`src/rtl/timing_error_histogram_monitor_macros.svh`:
```
// Assertion macros shared by the timing error histogram monitor RTL.
`ifndef TIMING_ERROR_HISTOGRAM_MONITOR_MACROS_SVH
`define TIMING_ERROR_HISTOGRAM_MONITOR_MACROS_SVH

// Same-cycle implication, checked on every rising clock edge out of reset.
`define TEHM_ASSERT_IMP(label, ante, cons, msg) \
  label: assert property (@(posedge clk_i) disable iff (!rst_ni) (ante) |-> (cons)) \
    else $error(msg);

// Next-cycle implication, checked on every rising clock edge out of reset.
`define TEHM_ASSERT_NXT(label, ante, cons, msg) \
  label: assert property (@(posedge clk_i) disable iff (!rst_ni) (ante) |=> (cons)) \
    else $error(msg);

`endif

```
`src/rtl/tehm_pkg.sv`:
```
// Types, constants and helpers shared by the timing error histogram monitor.
package tehm_pkg;

  localparam int unsigned CountWidth = 32;
  localparam int unsigned NumBins    = 7;
  localparam int unsigned NumEdges   = NumBins - 1;
  localparam int unsigned BinW       = 3;
  localparam int unsigned ErrW       = 62;
  localparam int unsigned AluW       = 64;
  localparam int unsigned SecW       = 35;
  localparam int unsigned TotalW     = 32;

  localparam logic [ErrW-1:0] ErrMax   = {ErrW{1'b1}};
  localparam logic [29:0]     NsPerSec = 30'd1000000000;

  localparam logic [BinW-1:0] LastEdge = BinW'(NumEdges - 1);
  localparam logic [BinW-1:0] LastBin  = BinW'(NumBins - 1);

  // Configuration register indexes (byte address divided by four).
  localparam logic RegPeriodS  = 1'b0;
  localparam logic RegPeriodNs = 1'b1;

  typedef struct packed {
    logic [31:0] start_seconds;
    logic [29:0] start_nanoseconds;
    logic [31:0] end_seconds;
    logic [29:0] end_nanoseconds;
  } in_t;

  typedef struct packed {
    logic [ErrW-1:0]   error_ns;
    logic [ErrW-1:0]   largest_error_ns;
    logic [ErrW-1:0]   smallest_error_ns;
    logic [BinW-1:0]   bin_number;
    logic [TotalW-1:0] bin_total;
    logic              extreme_changed;
    logic              lone_bin;
    logic              report_due;
  } out_t;

  typedef struct packed {
    logic sub;
  } alu_ctrl_t;

  typedef struct packed {
    logic            upd;
    logic [BinW-1:0] bin;
  } bins_ctrl_t;

  typedef struct packed {
    logic [TotalW-1:0] total;
    logic              lone;
  } bins_stat_t;

  typedef enum logic [9:0] {
    ST_IDLE    = 10'b0000000001,
    ST_SEC_ADD = 10'b0000000010,
    ST_SEC_SUB = 10'b0000000100,
    ST_NS_ADD  = 10'b0000001000,
    ST_NS_SUB  = 10'b0000010000,
    ST_TOTAL   = 10'b0000100000,
    ST_ABS     = 10'b0001000000,
    ST_EXTREME = 10'b0010000000,
    ST_BIN     = 10'b0100000000,
    ST_COUNT   = 10'b1000000000
  } state_e;

  // Upper border of each of the first six histogram bins in nanoseconds.
  function automatic logic [AluW-1:0] bin_edge(input logic [BinW-1:0] idx);
    logic [AluW-1:0] edge_ns;
    case (idx)
      3'd0:    edge_ns = 64'd1000;
      3'd1:    edge_ns = 64'd10000;
      3'd2:    edge_ns = 64'd100000;
      3'd3:    edge_ns = 64'd1000000;
      3'd4:    edge_ns = 64'd10000000;
      default: edge_ns = 64'd100000000;
    endcase
    return edge_ns;
  endfunction

endpackage

```
`src/rtl/timing_error_histogram_monitor.sv`:
```
// Steps in order: seconds add and subtract, nanoseconds add and subtract, total, magnitude,
// extreme compare, bin search, count. One shared 64-bit adder does each sum and compare.
// The input side stalls from the accepting edge until the result enters the output register.
// Reset (asynchronous, active low) loads a period of 3 s, zeroes the maximum and all bin
// counters, sets the minimum to all ones and empties the output register.
module timing_error_histogram_monitor
  import tehm_pkg::*;
#(
  parameter int unsigned COUNT_WIDTH = CountWidth
) (
  input  logic        clk_i,
  input  logic        rst_ni,
  // Input channel.
  input  logic        in_valid_i,
  output logic        in_stall_o,
  input  in_t         in_data_i,
  // Output channel.
  output logic        out_valid_o,
  input  logic        out_stall_i,
  output out_t        out_data_o,
  // Configuration port.
  input  logic        psel,
  input  logic        penable,
  input  logic        pwrite,
  input  logic [2:0]  paddr,
  input  logic [31:0] pwdata,
  output logic [31:0] prdata,
  output logic        pready
);

  // Configuration registers. The user must write them only while the block is idle; the block does not enforce it.
  logic [31:0] period_s_q;
  logic [29:0] period_ns_q;

  assign pready = 1'b1;

  always_ff @(posedge clk_i or negedge rst_ni) begin
    if (!rst_ni) begin
      period_s_q  <= 32'd3;
      period_ns_q <= '0;
    end else if (psel && penable && pwrite) begin
      case (paddr[2])
        RegPeriodS:  period_s_q  <= pwdata;
        RegPeriodNs: period_ns_q <= pwdata[29:0];
        default: ;
      endcase
    end
  end

  always_comb begin
    case (paddr[2])
      RegPeriodS:  prdata = period_s_q;
      RegPeriodNs: prdata = {2'b00, period_ns_q};
      default:     prdata = '0;
    endcase
  end

  // Sequencer state and working registers.
  state_e            state_q, state_d;
  in_t               in_q;
  logic [AluW-1:0]   acc_q, acc_d;
  logic [AluW-1:0]   prod_q;
  logic [ErrW-1:0]   err_q, err_d;
  logic [ErrW-1:0]   max_q, max_d;
  logic [ErrW-1:0]   min_q, min_d;
  logic              changed_q, changed_d;
  logic [BinW-1:0]   idx_q, idx_d;
  logic [BinW-1:0]   bin_q, bin_d;
  out_t              out_q, out_d;
  logic              out_valid_q, out_valid_d;

  logic              in_xfer;
  logic              slot_free;

  assign in_stall_o  = (state_q != ST_IDLE);
  assign in_xfer     = in_valid_i && !in_stall_o;
  assign slot_free   = !out_valid_q || !out_stall_i;
  assign out_valid_o = out_valid_q;
  assign out_data_o  = out_q;

  // The shared arithmetic unit and the operands that each step presents to it.
  logic [AluW-1:0] alu_a, alu_b, alu_sum;
  logic            alu_carry;
  alu_ctrl_t       alu_ctrl;

  tehm_alu u_alu (
    .a_i    (alu_a),
    .b_i    (alu_b),
    .ctrl_i (alu_ctrl),
    .sum_o  (alu_sum),
    .carry_o(alu_carry)
  );

  // The seconds difference fits in 35 signed bits; scaling it to nanoseconds is the one
  // multiplication, registered before the total is formed.
  logic signed [SecW-1:0] sec_diff;
  logic signed [30:0]     ns_scale;
  logic signed [SecW+30:0] prod_full;

  assign sec_diff  = acc_q[SecW-1:0];
  assign ns_scale  = $signed({1'b0, NsPerSec});
  assign prod_full = sec_diff * ns_scale;

  always_ff @(posedge clk_i) begin
    if (state_q == ST_NS_ADD) begin
      prod_q <= prod_full[AluW-1:0];
    end
  end

  // Histogram counters.
  bins_ctrl_t bins_ctrl;
  bins_stat_t bins_stat;

  assign bins_ctrl.upd = (state_q == ST_COUNT) && slot_free;
  assign bins_ctrl.bin = bin_q;

  tehm_bins #(
    .CountW(COUNT_WIDTH)
  ) u_bins (
    .clk_i (clk_i),
    .rst_ni(rst_ni),
    .ctrl_i(bins_ctrl),
    .stat_o(bins_stat)
  );

  // Operand selection for each step. The extreme step compares the error against the
  // maximum and the minimum in two passes of one state, tracked by the low index bit.
  always_comb begin
    alu_a        = '0;
    alu_b        = '0;
    alu_ctrl.sub = 1'b0;
    case (state_q)
      ST_SEC_ADD: begin
        alu_a = AluW'(period_s_q);
        alu_b = AluW'(in_q.start_seconds);
      end
      ST_SEC_SUB: begin
        alu_a        = acc_q;
        alu_b        = AluW'(in_q.end_seconds);
        alu_ctrl.sub = 1'b1;
      end
      ST_NS_ADD: begin
        alu_a = AluW'(period_ns_q);
        alu_b = AluW'(in_q.start_nanoseconds);
      end
      ST_NS_SUB: begin
        alu_a        = acc_q;
        alu_b        = AluW'(in_q.end_nanoseconds);
        alu_ctrl.sub = 1'b1;
      end
      ST_TOTAL: begin
        alu_a = prod_q;
        alu_b = acc_q;
      end
      ST_ABS: begin
        // A negative total is negated by subtracting it from zero.
        alu_a        = acc_q[AluW-1] ? '0 : acc_q;
        alu_b        = acc_q[AluW-1] ? acc_q : '0;
        alu_ctrl.sub = acc_q[AluW-1];
      end
      ST_EXTREME: begin
        alu_a        = idx_q[0] ? AluW'(err_q) : AluW'(max_q);
        alu_b        = idx_q[0] ? AluW'(min_q) : AluW'(err_q);
        alu_ctrl.sub = 1'b1;
      end
      ST_BIN: begin
        alu_a        = bin_edge(idx_q);
        alu_b        = AluW'(err_q);
        alu_ctrl.sub = 1'b1;
      end
      default: ;
    endcase
  end

  // Sequencer.
  always_comb begin
    state_d     = state_q;
    acc_d       = acc_q;
    err_d       = err_q;
    max_d       = max_q;
    min_d       = min_q;
    changed_d   = changed_q;
    idx_d       = idx_q;
    bin_d       = bin_q;
    out_d       = out_q;
    out_valid_d = out_valid_q;

    if (out_valid_q && !out_stall_i) begin
      out_valid_d = 1'b0;
    end

    case (state_q)
      ST_IDLE: begin
        if (in_xfer) begin
          state_d = ST_SEC_ADD;
        end
      end
      ST_SEC_ADD: begin
        acc_d   = alu_sum;
        state_d = ST_SEC_SUB;
      end
      ST_SEC_SUB: begin
        acc_d   = alu_sum;
        state_d = ST_NS_ADD;
      end
      ST_NS_ADD: begin
        acc_d   = alu_sum;
        state_d = ST_NS_SUB;
      end
      ST_NS_SUB: begin
        acc_d   = alu_sum;
        state_d = ST_TOTAL;
      end
      ST_TOTAL: begin
        acc_d   = alu_sum;
        state_d = ST_ABS;
      end
      ST_ABS: begin
        // Magnitudes beyond the error field are clipped to its largest value.
        err_d     = (|alu_sum[AluW-1:ErrW]) ? ErrMax : alu_sum[ErrW-1:0];
        changed_d = 1'b0;
        idx_d     = '0;
        state_d   = ST_EXTREME;
      end
      ST_EXTREME: begin
        if (!alu_carry) begin
          changed_d = 1'b1;
          if (idx_q[0]) begin
            min_d = err_q;
          end else begin
            max_d = err_q;
          end
        end
        if (idx_q[0]) begin
          idx_d   = '0;
          state_d = ST_BIN;
        end else begin
          idx_d = idx_q + BinW'(1);
        end
      end
      ST_BIN: begin
        // The first border that is not below the error names the bin.
        if (alu_carry) begin
          bin_d   = idx_q;
          state_d = ST_COUNT;
        end else if (idx_q == LastEdge) begin
          bin_d   = LastBin;
          state_d = ST_COUNT;
        end else begin
          idx_d = idx_q + BinW'(1);
        end
      end
      ST_COUNT: begin
        if (slot_free) begin
          out_d.error_ns          = err_q;
          out_d.largest_error_ns  = max_q;
          out_d.smallest_error_ns = min_q;
          out_d.bin_number        = bin_q;
          out_d.bin_total         = bins_stat.total;
          out_d.extreme_changed   = changed_q;
          out_d.lone_bin          = bins_stat.lone;
          out_d.report_due        = changed_q || bins_stat.lone;
          out_valid_d             = 1'b1;
          state_d                 = ST_IDLE;
        end
      end
      default: state_d = ST_IDLE;
    endcase
  end

  always_ff @(posedge clk_i or negedge rst_ni) begin
    if (!rst_ni) begin
      state_q     <= ST_IDLE;
      out_valid_q <= 1'b0;
      max_q       <= '0;
      min_q       <= ErrMax;
      changed_q   <= 1'b0;
      idx_q       <= '0;
      bin_q       <= '0;
    end else begin
      state_q     <= state_d;
      out_valid_q <= out_valid_d;
      max_q       <= max_d;
      min_q       <= min_d;
      changed_q   <= changed_d;
      idx_q       <= idx_d;
      bin_q       <= bin_d;
    end
  end

  // Payload registers carry no reset.
  always_ff @(posedge clk_i) begin
    if (in_xfer) begin
      in_q <= in_data_i;
    end
    acc_q <= acc_d;
    err_q <= err_d;
    out_q <= out_d;
  end

`include "timing_error_histogram_monitor_macros.svh"

  // A result only ever enters the output register from the counting step.
  `TEHM_ASSERT_IMP(a_out_from_count, $rose(out_valid_q), $past(state_q == ST_COUNT),
                   "result loaded outside the counting step")

  // Every reported error lies between the reported running minimum and maximum.
  `TEHM_ASSERT_IMP(a_err_in_range, out_valid_q,
                   (out_q.smallest_error_ns <= out_q.error_ns) &&
                   (out_q.error_ns <= out_q.largest_error_ns),
                   "error outside running extremes")

  // The bin number never exceeds the last bin.
  `TEHM_ASSERT_IMP(a_bin_valid, out_valid_q, out_q.bin_number <= LastBin,
                   "bin number out of range")

  // A changed extreme means the error equals the new maximum or the new minimum.
  `TEHM_ASSERT_IMP(a_changed_match, out_valid_q && out_q.extreme_changed,
                   (out_q.error_ns == out_q.largest_error_ns) ||
                   (out_q.error_ns == out_q.smallest_error_ns),
                   "extreme flag without matching extreme")

endmodule

```
`src/rtl/tehm_alu.sv`:
```
// Shared 64-bit adder and subtractor with an unsigned compare flag.
module tehm_alu
  import tehm_pkg::*;
(
  input  logic [AluW-1:0] a_i,
  input  logic [AluW-1:0] b_i,
  input  alu_ctrl_t       ctrl_i,
  output logic [AluW-1:0] sum_o,
  output logic            carry_o
);

  logic [AluW:0] full;

  // On a subtraction the carry out is set exactly when a is not below b.
  assign full = {1'b0, a_i} + {1'b0, (ctrl_i.sub ? ~b_i : b_i)} + (AluW+1)'(ctrl_i.sub);

  assign sum_o   = full[AluW-1:0];
  assign carry_o = full[AluW];

endmodule

```
`src/rtl/tehm_bins.sv`:
```
// Bank of saturating histogram bin counters with the lone-bin check.
module tehm_bins
  import tehm_pkg::*;
#(
  parameter int unsigned CountW = CountWidth
) (
  input  logic       clk_i,
  input  logic       rst_ni,
  input  bins_ctrl_t ctrl_i,
  output bins_stat_t stat_o
);

  logic [CountW-1:0] cnt_q [NumBins];
  logic [CountW-1:0] cur;
  logic [CountW-1:0] nxt;
  logic [63:0]       nxt_wide;
  logic              others;

  always_comb begin
    cur    = '0;
    others = 1'b0;
    for (int i = 0; i < NumBins; i++) begin
      if (ctrl_i.bin == BinW'(i)) begin
        cur = cnt_q[i];
      end else if (cnt_q[i] != '0) begin
        others = 1'b1;
      end
    end
    nxt      = (cur == {CountW{1'b1}}) ? cur : cur + CountW'(1);
    nxt_wide = 64'(nxt);
  end

  // The reported total is clipped when the counters are wider than the field.
  assign stat_o.total = (|nxt_wide[63:TotalW]) ? {TotalW{1'b1}} : nxt_wide[TotalW-1:0];
  assign stat_o.lone  = ~others;

  always_ff @(posedge clk_i or negedge rst_ni) begin
    if (!rst_ni) begin
      for (int i = 0; i < NumBins; i++) begin
        cnt_q[i] <= '0;
      end
    end else if (ctrl_i.upd) begin
      for (int i = 0; i < NumBins; i++) begin
        if (ctrl_i.bin == BinW'(i)) begin
          cnt_q[i] <= nxt;
        end
      end
    end
  end

endmodule

```
`config.mk`:
```
export PLATFORM = sky130hd
export DESIGN_NAME = timing_error_histogram_monitor
export DESIGN_NICKNAME = d
export VERILOG_FILES = /design/src/rtl/tehm_pkg.sv /design/src/rtl/timing_error_histogram_monitor.sv /design/src/rtl/tehm_alu.sv /design/src/rtl/tehm_bins.sv
export VERILOG_INCLUDE_DIRS = /design/src /design/src/rtl
export SDC_FILE = /design/constraint.sdc
export NUM_CORES = 2
export LEC_CHECK = 0
export BUFFER_PORTS_ARGS = -buffer_cell sky130_fd_sc_hd__clkbuf_2
export CORE_ASPECT_RATIO = 0.9
export CORE_UTILIZATION = 30
export CTS_CLUSTER_DIAMETER = 150
export CTS_CLUSTER_SIZE = 20
export DETAILED_ROUTE_END_ITERATION = 8
export MAX_ROUTING_LAYER = met4
export PLACE_DENSITY = 0.54
export REMOVE_ABC_BUFFERS = 1
export SYNTH_ARGS = -nofsm -noshare
export SYNTH_HDL_FRONTEND = slang
export SYNTH_HIERARCHICAL = 1
export SYNTH_SLANG_ARGS = --single-unit
```
`constraint.sdc`:
```
create_clock -name clk_i -period 36.4 [get_ports clk_i]
set_input_delay 3.64 -clock clk_i [delete_from_list [all_inputs] [get_ports clk_i]]
set_output_delay 3.64 -clock clk_i [all_outputs]
set_load 0.005 [all_outputs]
```
Yosys cells after proc, flatten, opt, wreduce, memory -nomap -nowiden
Index checks and enable logic that the tools add are counted.
{ "totals": {"register_bits": 957, "latchBits": 0, "ramBits": 0, "romBits": 0, "inputBits": 166, "output_inout_bits": 259, "word_cells": 162, "n_memories": 0} }
{ "op_classes": {"addsub": 4, "n_mul": 1, "div_mod_pow": 0, "n_lt_le_gt_ge": 0, "eq_ne": 30, "n_shift": 0, "mux": 49, "n_bitwise": 5, "n_reduce_logical": 42} }
{ "op_table": {"columns": ["operator", "n"], "rows": [
  ["one-hot mux 64 bit (8 select lines)", 1],
  ["one-hot mux 64 bit (7 select lines)", 1],
  ["two-way mux 32 bit", 8],
  ["nonzero test 32 bit", 7],
  ["one-hot mux 27 bit (5 select lines)", 1],
  ["two-way mux 64 bit", 2],
  ["two-way mux 62 bit", 2],
  ["one-hot mux 10 bit (10 select lines)", 1],
  ["adder 64 x 64 -> 65 bit", 1],
  ["adder 65 x 1 -> 65 bit", 1],
  ["inverter 64 bit", 1],
  ["one-hot mux 32 bit (2 select lines)", 1],
  ["two-way mux 63 bit", 1],
  ["multiplier 35 x 22 -> 55 bit, second input constant", 1],
  ["two-way mux 10 bit", 5],
  ["adder 32 x 1 -> 32 bit, second input constant", 1],
  ["equality test 32 bit, second input constant", 1],
  ["AND reduction 2 bit", 12],
  ["two-way mux 1 bit", 18],
  ["equality test 3 bit, second input constant", 5],
  ["two-way mux 3 bit", 5],
  ["equality test 3 x 2 -> 1 bit, second input constant", 4],
  ["inequality test 2 bit, second input constant", 6],
  ["equality test 10 x 1 -> 1 bit, second input constant", 1],
  ["27 further kinds", 44]
]} }

Logic depth before layout (Yosys ltp)
{ "depth": {"word_depth": 17, "depth_mapped": 27, "depth_no_buf": 24} }

Cells and area by module
Netlist, hierarchy kept.
{ "modules_own_cells": {"columns": ["mod", "n_inst", "cells_each", "area_each_um2", "seq_area_each_um2"], "rows": [
  ["timing_error_histogram_monitor", 1, 3184, 42717.2, 21071.5],
  ["tehm_bins", 1, 1312, 11778.8, 5605.4],
  ["tehm_alu", 1, 655, 4609.4, 0.0]
]} }

Worst setup path after synthesis
No wires, ideal clock.
{ "synth_timing": {"path_type": "input to register", "start": "input port out_stall_i", "end": "register u_bins/cnt_q[102] (netlist name)", "setup_ns": 0.141, "arrival_time_ns": 17.708, "required_time_ns": 36.259, "slack_ns": 18.551, "path_stages": 5, "path_buffers": 1, "path_cell_list": "a21oi_1 > nand3_1 > clkbuf_1 > nand2_1 > o21ai_0"} }
{ "synth_between": {"elab_chain_len": 4} }
{ "synth_lines": {"columns": ["item", "line", "text"], "rows": [
  ["start: declaration", "timing_error_histogram_monitor.sv:19", "input logic out_stall_i,"],
  ["logical NOT 1 bit", "timing_error_histogram_monitor.sv:77", "assign slot_free = !out_valid_q || !out_stall_i;"],
  ["logical OR 1 bit", "timing_error_histogram_monitor.sv:77", null],
  ["logical AND 1 bit", "timing_error_histogram_monitor.sv:114", "assign bins_ctrl.upd = (state_q == ST_COUNT) && slot_free;"],
  ["AND reduction 2 bit (no source line)", null, null],
  ["end signal: indexed assignment", "tehm_bins.sv:45", "cnt_q[i] <= nxt;"],
  ["end: declaration", "tehm_bins.sv:13", "logic [CountW-1:0] cnt_q [NumBins];"]
]} }
Every way passes these cells.
A chain may end at the register's enable or synchronous reset.

Worst setup path in the final report
{ "layout_timing": {"start": "input port paddr[2]", "end": "output port prdata[27]"} }
{ "layout_between": {"elab_chain_len": 2} }
{ "layout_lines": {"columns": ["item", "line", "text"], "rows": [
  ["start: declaration", "timing_error_histogram_monitor.sv:25", "input logic [2:0] paddr,"],
  ["inverter 1 bit (no source line)", null, null],
  ["one-hot mux 32 bit (2 select lines) (*)", "timing_error_histogram_monitor.sv:51", "case (paddr[2])"],
  ["end: declaration", "timing_error_histogram_monitor.sv:27", "output logic [31:0] prdata,"]
]} }
Every way passes the cells marked *; elsewhere a longest branch is shown, timed or not.

==> flow_summary.toml <==
[outcome]
outcome = "complete, but fails checks"
violations = "DRC"

[critical_path]
path_max_fanout = 34
rrSetupSlack_ns = 27.80
path_class = "in2out"
setup.worst_path.end = "prdata[27]"
crit_arrival_ns = 5.05
required_ns = 32.76
cp-startpoint = "paddr[2]"
r2r-end = "max_q[23]$_DFFE_PN0P_"
endpoint_kind = "output port"
worstReg2RegStart = "state_q[2]$_DFFE_PN0P_"
startpoint_type = "primary input"
rr_worst_depth = 21

[global_routing]
grt_pass1_wl_mm = 305
groute.usage.overall_pct = 21.6
first_global_vias = 42479
antenna_found_initial = 13
overflow = 0
grt_max_degree = 178

[clocking]
clk_pin_slew_worst_paths_ns = 0.10
cts_hold_buf = 0
cts_tree = "built"
h-tree-depth = 2
insertion_delay_ns = 0.75
post_cts_resized = 0
post-cts-setup-buffers = 0
root_buffer = "clkbuf_16"
clock_sinks = 957
cts_buffers = 56
clock_path_buffers = 3

[sta]
period_share_pct = 23.9
finalSetupViolCount = 0
fin_crit_ns = 8.69
skew_ns = 0.0648
tightest_slew_ns = 1.23
slew_violations = 0
setup_tns_ns = 0
hold_viol = 0
fmax_mhz = 115
rsz0062_at_grt = "no"
maxSlewHeadroom_pct = 17.5

[die]
fp.dieW_um = 470
die_h_um = 423
num_rows = 154
die_area_mm2 = 0.199
core_mm2 = 0.196
ios = 425
start_util_pct = 30.2

[logic_synthesis]
netlist_area_mm2 = 0.0591
ys.flop_type = "edfxtp_1"
synth_xor_area_share_pct = 3.72
synth_edf_count = 529
synth-adder-area-share_pct = 18.5
synth_async_sr_flop_share_pct = 44.7
netlist_instances = 5151
ys_ff_latch = 957
synthMuxAreaShare_pct = 6.62
syn-mean-instance-area_um2 = 11.5
synth_top_family_by_area = "adder cells"
ys_seq_area_share_pct = 45.1
synth_compound_area_share_pct = 12.0
synth_cell_type_count = 109
synth_area_leaders = "edfxtp_1 (27%), dfrtp_1 (15%), fa_1 (12%), ha_1 (6.7%), mux2_2 (4.5%)"
synth_warnings = 6
synth-simple-area-share_pct = 8.87
synth_top_cell_area_share_pct = 26.9
yosysTopAreaCell = "edfxtp_1"

[placement]
io_buffer_count = 421
gp_congestion = 0.985
hpwl_mm = 161

[detailed_routing]
dr.pass1.iters = 9
drtIter0Drc = 4124
wl_per_cell_um = 26.2
drtAntennaViolNets = 0
routed_via_density = 5.23
wirelength_mm = 212
dr_total_vias = 42326
drc = 4

[finish]
area_growth_pct = 11.4
final_layout_size_suffix_gt1_share_pct = 17.5
nNetsFinal = 6298
layout_common_cells = "inv_1 (555), edfxtp_1 (529), nand2_1 (468), clkbuf_2 (420), dfrtp_1 (360)"
seq_area_mm2 = 0.0267
mostFrequentLayoutCell = "inv_1"
nFillCells = 19758
multi_input_area_mm2 = 0.0295

[min_path]
min_path_type = "reg2reg"

[job]
maxCapViolCount = 0
## final cells by class
class,count,area share (%)
multi-input combinational,3406,44.8
tap,2574,4.89
clock inverter,7,0.139
clock buffer,97,2.38
sequential,957,40.5
timing repair buffer,489,4.05
antenna,10,0.0380
inverter,558,3.18
## Yosys cell counts (all sizes together), types with 22 or more instances
library cell,instances
nor4,69
ha,317
nor2b,31
clkbuf,160
inv,558
o21bai,29
edfxtp,529
nand2,475
a221o,38
o211ai,23
mux2i,95
nor3,34
nor2,173
nand3,83
or3,67
fa,347
xnor2,106
buf,70
a21o,99
a222oi,74
mux2,253
a22oi,78
dfrtp,363
dfstp,65
xor2,134
a21oi,208
o21ai,357
nand4,59
a31oi,22
## state kept, by name, indices dropped and copies added, names as in the netlist
register / count
err_q: 62
bin_q: 3
acc_q: 64
max_q: 62
period_ns_q: 30
in_q: 124
out_valid_o: 1
out_data_o: 224
prod_q: 55
idx_q: 3
u_bins/cnt_q: 224
changed_q: 1
period_s_q: 32
min_q: 62
state_q: 10
## stage by stage
step / hold slack (ns) / setup slack, ns / cells / utilization [%] / instance area, um2
after floorplan: 0.438 / 15.83 / 4921 / - / 58100
after CTS: 0.461 / 27.70 / 8088 / 33.6 / 65800
after global placement: 0.448 / 27.69 / 7984 / 32.8 / 64200
after detailed placement: 0.452 / 27.70 / 7984 / 32.8 / 64200
after global routing: 0.477 / 27.70 / 8096 / 33.6 / 65900
final: 0.460 / 27.71 / 8098 / 33.6 / 65900
## worst max-delay path: stages
cell      delay [ns]
clkbuf_2        0.08
buf_4           0.59
mux2_2          0.49
clkbuf_2        0.15
## worst min path at each step
stage	start	end	slack (ns)	cells after the start
after global routing	max_q[20]$_DFFE_PN0P_	out_data_o[120]$_DFFE_PP_	0.48	0
after floorplan	changed_q$_DFFE_PN0P_	out_data_o[2]$_DFFE_PP_	0.44	0
final	max_q[20]$_DFFE_PN0P_	out_data_o[120]$_DFFE_PP_	0.46	0
after global placement	max_q[14]$_DFFE_PN0P_	out_data_o[114]$_DFFE_PP_	0.45	0
after CTS	max_q[20]$_DFFE_PN0P_	out_data_o[120]$_DFFE_PP_	0.46	0
after detailed placement	max_q[12]$_DFFE_PN0P_	out_data_o[112]$_DFFE_PP_	0.45	0
## cell families (layout without fill, tap and decap cells)
logic type / Yosys count / count (layout)
and+or+nand+nor: 1089 / 1089
AOI/OAI and AO/OA: 1059 / 1059
DFF: 957 / 957
buffers and inverters: 788 / 1151
adders and majority gates: 664 / 664
muxes: 353 / 353
xor gates and xnor gates: 240 / 240
other: 1 / 11
## per-layer routing
| layer | vias up | track usage (%) | wire length, um |
|---|---|---|---|
| met5 | - | - | 0 |
| met4 | 0 | 6.54 | 7180 |
| met3 | 238 | 2.42 | 10500 |
| met2 | 1323 | 35.3 | 102000 |
| met1 | 21861 | 28.1 | 91800 |
| li1 | 18904 | - | - |
Power is left out: the tool's default activity adds up to more than one toggle a clock period on the data nets, which glitch-free logic cannot reach.
